--- src/hdl/frac_n_pll_divider_plan_unit_macros.svh ---
// Assertion macros for the fractional-N divider planner.
`ifndef FRAC_N_PLL_DIVIDER_PLAN_UNIT_MACROS_SVH
`define FRAC_N_PLL_DIVIDER_PLAN_UNIT_MACROS_SVH

`ifndef SYNTHESIS
`define FNPLL_ASSERT(lbl, clk_s, rst_s, prop, msg) \
    lbl: assert property (@(posedge clk_s) disable iff (!rst_s) prop) else $error(msg);
`define FNPLL_ASSERT_NEXT(lbl, clk_s, rst_s, ante, cons, msg) \
    lbl: assert property (@(posedge clk_s) disable iff (!rst_s) (ante) |=> (cons)) \
        else $error(msg);
`else
`define FNPLL_ASSERT(lbl, clk_s, rst_s, prop, msg)
`define FNPLL_ASSERT_NEXT(lbl, clk_s, rst_s, ante, cons, msg)
`endif

`endif

--- src/hdl/fnpll_pkg.sv ---
// Types and constants for the fractional-N divider planner.
package fnpll_pkg;

    localparam int FREQ_W    = 23;
    localparam int REF_W     = 18;
    localparam int MOD_W     = 12;
    localparam int INT_W     = 16;
    localparam int FRAC_W    = 12;
    localparam int SEL_W     = 3;
    localparam int PROD_W    = REF_W + MOD_W;
    localparam int STEP_W    = 5;

    localparam logic [FREQ_W-1:0] CUTOFF_KHZ  = 23'd2200000;
    localparam logic [SEL_W-1:0]  MAX_DIV_SEL = 3'd6;
    localparam logic [STEP_W-1:0] INT_STEPS   = 5'd23;
    localparam logic [STEP_W-1:0] FRAC_STEPS  = 5'd12;

    localparam logic [MOD_W-1:0] MODULUS_RESET = 12'd2500;
    localparam logic [REF_W-1:0] REF_RESET     = 18'd25000;

    typedef enum logic
    {
        CFG_MODULUS,
        CFG_REF_FREQ
    } cfg_index_t;

endpackage

--- src/hdl/frac_n_pll_divider_plan_unit.sv ---
// Fractional-N synthesizer divider planner: divider select, INT and FRAC from a frequency.
//
// One request (start while not busy) gives one result, shown for exactly one cycle with
// done; the receiver cannot stall it, so capture it on that edge. A zero frequency or a
// zero reference answers in the cycle after start with error set. A frequency that would
// need a divider select above 6, and an INT overflow, both answer with error set. Otherwise
// the result follows the divider search, the INT division (23 quotient bits), the multiply
// state, the load state and the FRAC division (12 quotient bits), in that order. One 23-bit
// subtractor is shared by the search compare and both restoring divisions. busy stays
// high until the cycle that done is shown; a new request may be given in that cycle.
// Register writes are taken only while idle and no start is present.
`include "frac_n_pll_divider_plan_unit_macros.svh"

module frac_n_pll_divider_plan_unit
(
    input  logic                                clk,
    input  logic                                rst_n,
    input  logic                                start,
    output logic                                busy,
    input  logic [fnpll_pkg::FREQ_W-1:0]        freq_khz,
    output logic                                done,
    output logic [fnpll_pkg::INT_W-1:0]         int_value,
    output logic [fnpll_pkg::FRAC_W-1:0]        frac_value,
    output logic [fnpll_pkg::SEL_W-1:0]         divider_select,
    output logic                                error,
    input  logic                                cfg_valid,
    output logic                                cfg_ready,
    input  fnpll_pkg::cfg_index_t               cfg_index,
    input  logic [fnpll_pkg::REF_W-1:0]         cfg_data
);

    import fnpll_pkg::*;

    typedef enum logic [2:0]
    {
        ST_IDLE,
        ST_SEARCH,
        ST_DIV_INT,
        ST_MUL,
        ST_LOAD_FRAC,
        ST_DIV_FRAC
    } state_t;

    state_t              state_reg, state_next;
    logic                busy_reg, busy_next;
    logic                done_reg, done_next;
    logic                error_reg, error_next;
    logic [INT_W-1:0]    int_reg, int_next;
    logic [FRAC_W-1:0]   frac_reg, frac_next;
    logic [SEL_W-1:0]    sel_reg, sel_next;
    logic [MOD_W-1:0]    modulus_reg, modulus_next;
    logic [REF_W-1:0]    ref_reg, ref_next;

    logic [FREQ_W-1:0]   freq_sh_reg, freq_sh_next;
    logic [FREQ_W-1:0]   dq_reg, dq_next;
    logic [REF_W-1:0]    rem_reg, rem_next;
    logic [STEP_W-1:0]   step_reg, step_next;
    logic [INT_W-1:0]    int_hold_reg, int_hold_next;
    logic [PROD_W-1:0]   prod_reg, prod_next;

    logic                accept;
    logic                cfg_write;
    logic [REF_W:0]      trial;
    logic [FREQ_W-1:0]   sub_a;
    logic [FREQ_W-1:0]   sub_b;
    logic [FREQ_W:0]     diff;
    logic                borrow;

    assign accept    = start && !busy_reg;
    assign cfg_ready = !busy_reg && !start;
    assign cfg_write = cfg_valid && cfg_ready;

    // Shared subtractor: search compare against the cutoff, or a division trial step.
    assign trial = {rem_reg, dq_reg[FREQ_W-1]};

    always_comb
    begin
        case (state_reg)
            ST_SEARCH:
            begin
                sub_a = CUTOFF_KHZ;
                sub_b = freq_sh_reg;
            end
            default:
            begin
                sub_a = FREQ_W'(trial);
                sub_b = FREQ_W'(ref_reg);
            end
        endcase
    end

    assign diff   = {1'b0, sub_a} - {1'b0, sub_b};
    assign borrow = diff[FREQ_W];

    always_comb
    begin
        state_next    = state_reg;
        busy_next     = busy_reg;
        done_next     = 1'b0;
        error_next    = error_reg;
        int_next      = int_reg;
        frac_next     = frac_reg;
        sel_next      = sel_reg;
        modulus_next  = modulus_reg;
        ref_next      = ref_reg;
        freq_sh_next  = freq_sh_reg;
        dq_next       = dq_reg;
        rem_next      = rem_reg;
        step_next     = step_reg;
        int_hold_next = int_hold_reg;
        prod_next     = prod_reg;

        if (cfg_write)
        begin
            case (cfg_index)
                CFG_MODULUS:  modulus_next = cfg_data[MOD_W-1:0];
                CFG_REF_FREQ: ref_next     = cfg_data;
                default:      ref_next     = ref_reg;
            endcase
        end

        case (state_reg)
            ST_IDLE:
            begin
                if (accept)
                begin
                    freq_sh_next = freq_khz;
                    sel_next     = '0;
                    if (freq_khz == '0 || ref_reg == '0)
                    begin
                        done_next  = 1'b1;
                        error_next = 1'b1;
                        int_next   = '0;
                        frac_next  = '0;
                    end
                    else
                    begin
                        busy_next  = 1'b1;
                        state_next = ST_SEARCH;
                    end
                end
            end
            ST_SEARCH:
            begin
                // Stop at the first shift that puts the frequency above the cutoff.
                if (borrow)
                begin
                    dq_next    = freq_sh_reg;
                    rem_next   = '0;
                    step_next  = '0;
                    state_next = ST_DIV_INT;
                end
                else if (sel_reg == MAX_DIV_SEL)
                begin
                    done_next  = 1'b1;
                    error_next = 1'b1;
                    busy_next  = 1'b0;
                    int_next   = '0;
                    frac_next  = '0;
                    sel_next   = '0;
                    state_next = ST_IDLE;
                end
                else
                begin
                    freq_sh_next = {freq_sh_reg[FREQ_W-2:0], 1'b0};
                    sel_next     = sel_reg + 1'b1;
                end
            end
            ST_DIV_INT, ST_DIV_FRAC:
            begin
                rem_next  = borrow ? trial[REF_W-1:0] : diff[REF_W-1:0];
                dq_next   = {dq_reg[FREQ_W-2:0], !borrow};
                step_next = step_reg + 1'b1;
                if (state_reg == ST_DIV_INT && step_reg == INT_STEPS - 1'b1)
                begin
                    state_next = ST_MUL;
                end
                else if (state_reg == ST_DIV_FRAC && step_reg == FRAC_STEPS - 1'b1)
                begin
                    done_next  = 1'b1;
                    error_next = 1'b0;
                    busy_next  = 1'b0;
                    int_next   = int_hold_reg;
                    frac_next  = dq_next[FRAC_W-1:0];
                    state_next = ST_IDLE;
                end
            end
            ST_MUL:
            begin
                if (dq_reg[FREQ_W-1:INT_W] != '0)
                begin
                    done_next  = 1'b1;
                    error_next = 1'b1;
                    busy_next  = 1'b0;
                    int_next   = '0;
                    frac_next  = '0;
                    sel_next   = '0;
                    state_next = ST_IDLE;
                end
                else
                begin
                    int_hold_next = dq_reg[INT_W-1:0];
                    prod_next     = PROD_W'(rem_reg) * PROD_W'(modulus_reg);
                    state_next    = ST_LOAD_FRAC;
                end
            end
            ST_LOAD_FRAC:
            begin
                // The product's upper part is already below the reference.
                rem_next   = prod_reg[PROD_W-1:FRAC_W];
                dq_next    = {prod_reg[FRAC_W-1:0], (FREQ_W-FRAC_W)'(0)};
                step_next  = '0;
                state_next = ST_DIV_FRAC;
            end
            default:
            begin
                state_next = ST_IDLE;
                busy_next  = 1'b0;
            end
        endcase
    end

    always_ff @(posedge clk or negedge rst_n)
    begin
        if (!rst_n)
        begin
            state_reg   <= ST_IDLE;
            busy_reg    <= 1'b0;
            done_reg    <= 1'b0;
            error_reg   <= 1'b0;
            int_reg     <= '0;
            frac_reg    <= '0;
            sel_reg     <= '0;
            modulus_reg <= MODULUS_RESET;
            ref_reg     <= REF_RESET;
        end
        else
        begin
            state_reg   <= state_next;
            busy_reg    <= busy_next;
            done_reg    <= done_next;
            error_reg   <= error_next;
            int_reg     <= int_next;
            frac_reg    <= frac_next;
            sel_reg     <= sel_next;
            modulus_reg <= modulus_next;
            ref_reg     <= ref_next;
        end
    end

    always_ff @(posedge clk)
    begin
        freq_sh_reg  <= freq_sh_next;
        dq_reg       <= dq_next;
        rem_reg      <= rem_next;
        step_reg     <= step_next;
        int_hold_reg <= int_hold_next;
        prod_reg     <= prod_next;
    end

    assign busy           = busy_reg;
    assign done           = done_reg;
    assign error          = error_reg;
    assign int_value      = int_reg;
    assign frac_value     = frac_reg;
    assign divider_select = sel_reg;

    `FNPLL_ASSERT(a_done_not_busy, clk, rst_n, done |-> !busy, "done while still busy")
    `FNPLL_ASSERT(a_error_zero, clk, rst_n, (done && error) |-> (int_value == '0 && frac_value == '0 && divider_select == '0), "error result carries nonzero fields")
    `FNPLL_ASSERT(a_result_range, clk, rst_n, (done && !error) |-> (divider_select <= MAX_DIV_SEL && (frac_value < modulus_reg || modulus_reg == '0)), "result out of range")
    `FNPLL_ASSERT_NEXT(a_accept_progress, clk, rst_n, start && !busy, busy || done, "request neither started nor answered")
    `FNPLL_ASSERT(a_rem_below_ref, clk, rst_n, (state_reg == ST_DIV_INT || state_reg == ST_DIV_FRAC) |-> (rem_reg < ref_reg), "division remainder not below reference")

endmodule
--- config.mk ---
export PLATFORM = sky130hd
export DESIGN_NAME = frac_n_pll_divider_plan_unit
export DESIGN_NICKNAME = d
export VERILOG_FILES = /design/src/hdl/fnpll_pkg.sv /design/src/hdl/frac_n_pll_divider_plan_unit.sv
export VERILOG_INCLUDE_DIRS = /design/src /design/src/hdl
export SDC_FILE = /design/constraint.sdc
export NUM_CORES = 1
export LEC_CHECK = 0
export ABC_AREA = 1
export BUFFER_PORTS_ARGS = -buffer_cell sky130_fd_sc_hd__buf_2
export CAP_MARGIN = 20
export CORE_ASPECT_RATIO = 0.6
export CORE_MARGIN = 2
export CORE_UTILIZATION = 40
export DETAILED_ROUTE_END_ITERATION = 12
export GPL_TIMING_DRIVEN = 0
export PLACE_DENSITY = 0.56
export SLEW_MARGIN = 20
export SYNTH_ARGS = -nofsm -noshare
export SYNTH_HDL_FRONTEND = slang
export SYNTH_SLANG_ARGS = --single-unit
--- constraint.sdc ---
create_clock -name clk -period 9.1 [get_ports clk]
set_clock_uncertainty 0.1 [all_clocks]
set_input_delay 0.455 -clock clk [delete_from_list [all_inputs] [get_ports clk]]
set_output_delay 0.455 -clock clk [all_outputs]
set_load 0.03 [all_outputs]
==> results of run 1 <==
==> path summary, 6_finish.rpt <==
kind	cells after the start	from	end	slack (ns)
setup / recovery	18	modulus_reg[6]$_DFFE_PN1P_	prod_reg[29]$_DFFE_PP_	2.33
hold / removal	3	cfg_data[13]	ref_reg[13]$_DFFE_PN1P_	0.13
setup reg to reg	18	modulus_reg[6]$_DFFE_PN1P_	prod_reg[29]$_DFFE_PP_	2.33
hold reg to reg	0	dq_reg[1]$_DFFE_PP_	int_hold_reg[1]$_DFFE_PP_	0.36
max in group asynchronous	3	rst_n	ref_reg[3]$_DFFE_PN1P_	8.00
min in group asynchronous	2	rst_n	int_value[7]$_DFFE_PN0P_	0.28
==> layout make-up <==
| class | count | area [µm²] |
|---|---|---|
| buffer | 81 | 342.8 |
| clock buffer | 17 | 425.4 |
| clock inverter | 15 | 155.1 |
| fill | 4049 | 22330 |
| inverter | 452 | 1697 |
| multi-input combinational | 1326 | 9190 |
| sequential | 182 | 5144 |
| tap | 531 | 664.4 |
| timing repair buffer | 84 | 488.0 |
==> stage by stage <==
step	instances	utilization [%]	setup slack [ns]	hold slack [ns]	area, µm²
floorplan	2041	-	3.890	0.05941	16370
finish	2688	44.78	2.334	0.1286	18110
global route	2688	44.78	2.064	0.1452	18110
detailed placement	2655	43.32	2.429	0.2296	17520
global placement	2652	43.12	2.454	0.3352	17440
CTS	2688	44.78	2.418	0.1262	18110
==> kinds of logic (layout without fill, tap and decap cells) <==
family,after synthesis,after routing,share of synthesized area [%]
AO/OA/AOI/OAI,195,195,6.412
XOR/XNOR,39,39,2.087
adder cells (fa/ha/maj),249,249,26.41
buffers and inverters,533,649,12.46
flip-flops,182,182,31.42
AND/OR/NAND/NOR,843,843,21.21
==> critical path, cell delays in order (launching register included) <==
cell and delay (ns):
dfstp_2 0.52, clkbuf_1 0.72, buf_1 0.64, nand2_1 0.18
fa_1 0.57, inv_1 0.06, fa_1 0.55, fa_1 0.43
fa_1 0.49, inv_1 0.05, fa_1 0.51, inv_1 0.05
ha_1 0.37, a21o_1 0.26, a31oi_1 0.32, nand3_1 0.25
nand3_1 0.20, nand2_1 0.11, xnor2_1 0.13
==> routing by layer <==
layer	vias up	part of all wire, %	global-route usage [%]
li1	6413	-	-
met1	6577	51	40.30
met2	578	35	29.66
met3	38	12	7.697
met4	0	1.2	4.135
met5	-	0	0
==> what timing repair did <==
| item | CTS | global route |
|---|---|---|
| hold endpoints to repair | 13 | 0 |
| hold buffers | 1 | 0 |
| endpoints found under the setup margin | 0 | 0 |
==> cells in the mapped netlist (2+ instances only) <==
master / n / area share [%]
xnor2_1: 19 / 1.0
o211ai_1: 4 / 0.18
nand4_1: 21 / 0.80
nand2_2: 6 / 0.23
o21ai_1: 21 / 0.64
a21o_1: 5 / 0.23
inv_1: 443 / 10
a22oi_1: 6 / 0.28
nor4_1: 2 / 0.076
nand2_1: 577 / 13
dfstp_2: 11 / 1.8
ha_1: 88 / 6.7
clkbuf_1: 62 / 1.4
dfrtp_1: 56 / 8.6
nand3_1: 78 / 2.4
buf_2: 10 / 0.31
o21bai_1: 6 / 0.28
nor2_1: 122 / 2.8
a21oi_1: 54 / 1.7
edfxtp_1: 115 / 21
fa_1: 161 / 20
nor3_1: 16 / 0.49
o21ai_0: 89 / 2.7
nand3_2: 11 / 0.67
buf_1: 6 / 0.14
a31oi_1: 5 / 0.19
xor2_1: 20 / 1.1
buf_6: 2 / 0.14
inv_2: 8 / 0.18
a21boi_0: 2 / 0.092
or2_2: 5 / 0.19
==> impl_results.md, run 1 <==
* Largest buffer count on any clock path at 2
* Root buf cell: clkbuf_16
* Max Fclk at roughly 150 MHz
* Resize count post-CTS at 0
* Status: finished clean
* PortBufs at 80
* Post-synth EDFFs at approximately 120
* Clock insertion delay at the later pin of the skew report at roughly 0.46 ns
* Per-cell via count in the routed design at slightly above 5
* Post-synthesis to final-layout area growth at 10.60%
* Cell variety after synth at 41
* Relative max-transition margin at a little under a quarter
* Warnings, synthesis at 0
* Total grt overflow at 0
* Vias after detailed routing at 13610
* Max FFs per register at 30
* Top fanout value on the critical path at 10
* Setup repair after global routing missed its margin: no
* Post-Synthesis Cell Area at about 0.016 mm²
* Worst hold-check path type: in -> reg
* Share of the yosys chip area belonging to registers at a little under a third
* Final net count at approximately 2400
* Clock tree from TritonCTS: built
* CP startpoint kind: register
* Final hold violation count at 0
* WL per Instance at 18.50 µm
* Arrival time of data at the critical path endpoint at between 6 and 7 ns
* Number of top-level design ports at between 80 and 90
* Final setup violation count at 0
* Diode count at 0
* CTS HTree Levels at 4
* Endpoint class of the critical path: register
* Height of the die at 160.7 µm
* Count of unresolved DRC violations after routing at 0
* Clock Sinks at roughly 180
* Number of global-route vias before repair at ~13000
* ANT nets after route at 0
* Fraction of layout cells with a size suffix above 1 at just over 8%
* Count of max-cap constraint violations at 0
* Initial core utilization at about two fifths
* Avg Inst Size Synth at between 8 and 9 µm²
* Number of buffers inserted by post-CTS setup repair at 0
* Estimated wirelength of the detail-placed design at 41.59 mm
* Ys async rst share at a little under two fifths
* Primary flip-flop cell chosen by synthesis mapping: edfxtp_1
* Overall fraction of global-route tracks in use at 24.22%
* Maximum number of pins on one net before global-route repair at 55
* Last weighted congestion value of the routability-driven placer at 0.9655
* Clock transition at the registers of the reported paths at around 0.080 ns
* Most common cell after layout, fill and taps aside: nand2_1
* First-pass GRT wire length at around 80 mm
* Std cell rows at 57
* Final critical-path share of the clock period at around 74%
* Commonest cells after routing, fill and taps aside: nand2_1, inv_1, fa_1, nor2_1, edfxtp_1
* Nets in the synthesized netlist at 2336
* Required time of the critical path at a little over 9 ns
* Floorplan die area at around 0.043 mm²
* Synth Register Bits at approximately 180
* Die X-Extent at ~270 µm
* Slew at the pin closest to its max-slew limit at approximately 1.1 ns
* Core Footprint at approximately 0.040 mm²
* Crit Path Class: reg -> reg
* Pre-antenna DRT Iters at 6
* WL final at 49.74 mm
* DRC marker count from the first detailed-route iteration at 1435
* Final-report max-slew violation count at 0
* Initial antenna violation count at 0
* Number of buffers inserted during clock tree synthesis at 17
* Cell count after synthesis at slightly above 2000
* Final critical-path required period at 6.766 ns
* Setup TNS at 0 ns
Power of run 1 is left out: the tool's default activity adds up to more than one toggle a clock period on the data nets, which glitch-free logic cannot reach.
==> inputs of run 2 (changes only) <==
- PLACE_DENSITY: 0.56 -> 0.58
- clock period: 9.1 -> 5.7 ns (I/O delays scaled with it)
==> run 2 against run 1 <==
Net effect:
- via count rose by 0.12%
- non-clock buffer count grew 10
- register-to-register slack got worse by 2.2 ns
- critical path depth increased by 1
- worst hold slack got worse by 0.11 ns
- clock-buffer cell count is the same
- first-iteration DRC count is 3.3% higher
- critical path type unchanged
- highest routed layer unchanged
==> impl_results.md, run 2 (synthesized netlist as in run 1, its figures left out) <==
* Final-report max-slew violation count at 0
* Largest buffer count on any clock path at 2
* Hold WS at 0.01473 ns
* Std cell rows at 57
* Core Footprint at between 0.04 and 0.05 mm²
* Relative max-transition margin at 33.97%
* Vias after detailed routing at 13620
* Fraction of layout cells with a size suffix above 1 at about a tenth
* First-pass GRT wire length at about 77 mm
* Overall fraction of global-route tracks in use at between 20% and 30%
* Diode count at 0
* Crit Path Class: reg -> reg
* Floorplan die area at approximately 0.043 mm²
* Root buf cell: clkbuf_16
* PortBufs at 80
* Worst hold-check path type: in -> reg
* WL final at about 49 mm
* Clock tree from TritonCTS: built
* Height of the die at about 160 µm
* Arrival time of data at the critical path endpoint at approximately 5.6 ns
* Estimated wirelength of the detail-placed design at between 40 and 50 mm
* Non-filler cells in the finished layout at 2698
* WL per Instance at around 18 µm
* Most common cell after layout, fill and taps aside: nand2_1
* Cell Chain, Critical Path: clkbuf_4 > nand2_1 > fa_1 > fa_1 > inv_1 > fa_1 > fa_1 > inv_1 > fa_1 > inv_1 > ha_1 > nand2_1 > nand2_1 > o21bai_1 > nor2_2 > inv_1 > nand3_1 > nand3_1 > xor2_1
* Instance count after placement with tap cells included at 2654
* Commonest cells after routing, fill and taps aside: nand2_1, inv_1, fa_1, nor2_1, edfxtp_1
* Die X-Extent at between 200 and 300 µm
* Slowest cell delay on critical path at 0.60 ns
* Final critical-path required period at 5.537 ns
* Number of top-level design ports at 81
* Post-synthesis to final-layout area growth at 12.56%
* Top fanout value on the critical path at 10
* Pre-antenna DRT Iters at 5
* Count of max-cap constraint violations at 0
* DRC marker count from the first detailed-route iteration at 1482
* Initial core utilization at just over 40%
* CTS HTree Levels at 4
* Number of buffers inserted during clock tree synthesis at 17
* Status: finished clean
* CP startpoint kind: register
* Most used cell along the critical path: fa_1
* Max FFs per register at 30
* Total grt overflow at 0
* Clock Sinks at 182
* Final net count at approximately 2400
* Dominant delay contributor by cell family on the critical path: adder cells
* Required time of the critical path at between 5 and 6 ns
* Max Fclk at ~180 MHz
* Cell with the biggest individual delay on the critical path: dfrtp_4
* Final setup violation count at 0
* ANT nets after route at 0
* Clock transition at the registers of the reported paths at 0.08 ns
* Slew at the pin closest to its max-slew limit at 0.9905 ns
* Count of unresolved DRC violations after routing at 0
* Final hold violation count at 0
* Final critical-path share of the clock period at 97.13%
* Maximum number of pins on one net before global-route repair at 47
* Initial antenna violation count at 0
* Worst Path Buf+Inv at 5
* Number of global-route vias before repair at 13170
* Per-cell via count in the routed design at 5.049
* Setup repair after global routing missed its margin: no
* Instance area after placement at about 0.017 mm²
* Last weighted congestion value of the routability-driven placer at around 0.97
* Final std cell area, no fill at 0.01843 mm²
* Endpoint class of the critical path: register
* Clock insertion delay at the later pin of the skew report at 0.45 ns
-- run 2: per-stage QoR --
stage | setup TNS, ns | setup slack (ns) | util (%)
after floorplan | 0 | 0.4902 | -
after global placement | -12.92 | -0.9469 | 43.12
after detailed placement | -13.16 | -0.9588 | 43.26
after CTS | 0 | 0.007150 | 45.06
after global routing | 0 | 0.008405 | 45.57
final | 0 | 0.1633 | 45.57
-- run 2: final timing paths --
| kind | start | endpoint | slack (ns) | cells after the start |
|---|---|---|---|---|
| setup / recovery | modulus_reg[4]$_DFFE_PN0P_ | prod_reg[28]$_DFFE_PP_ | 0.16 | 19 |
| hold / removal | cfg_data[8] | ref_reg[8]$_DFFE_PN1P_ | 0.01 | 3 |
| setup reg to reg | modulus_reg[4]$_DFFE_PN0P_ | prod_reg[28]$_DFFE_PP_ | 0.16 | 19 |
| hold reg to reg | dq_reg[7]$_DFFE_PP_ | int_hold_reg[7]$_DFFE_PP_ | 0.36 | 0 |
| max in group asynchronous | rst_n | done$_DFF_PN0_ | 4.77 | 3 |
| min in group asynchronous | rst_n | modulus_reg[10]$_DFFE_PN0P_ | 0.16 | 2 |
-- run 2: area by class of cell --
class,count,area (µm²)
clock inverter,15,197.7
inverter,452,1697
timing repair buffer,114,724.4
fill,4008,22010
clock buffer,17,425.4
sequential,182,5166
multi-input combinational,1326,9233
buffer,61,319.1
tap,531,664.4
-- run 2: worst register-to-register path: stages (launching register included) --
cell	delay [ns]
dfrtp_4	0.60
clkbuf_4	0.31
nand2_1	0.11
fa_1	0.49
fa_1	0.52
inv_1	0.06
fa_1	0.49
fa_1	0.49
inv_1	0.05
fa_1	0.51
inv_1	0.05
ha_1	0.40
nand2_1	0.10
nand2_1	0.08
o21bai_1	0.21
nor2_2	0.23
inv_1	0.10
nand3_1	0.08
nand3_1	0.13
xor2_1	0.18
-- run 2: timing repair --
item,in CTS,in global routing
hold buffers,11,1
resized for setup,28,39
hold endpoints to repair,77,1
pin swaps,0,1
endpoints found under the setup margin,21,17
setup buffers,0,20
-- run 2: per-layer routing --
layer  vias to the layer above  share of wire (%)  GRT usage [%]
met2                       505                 36          30.36
li1                       6466                  -              -
met4                         0               0.52          2.619
met3                        19                 11          6.808
met1                      6633                 52          40.16
met5                         -                  0              0
Power of run 2 is left out for the same reason.
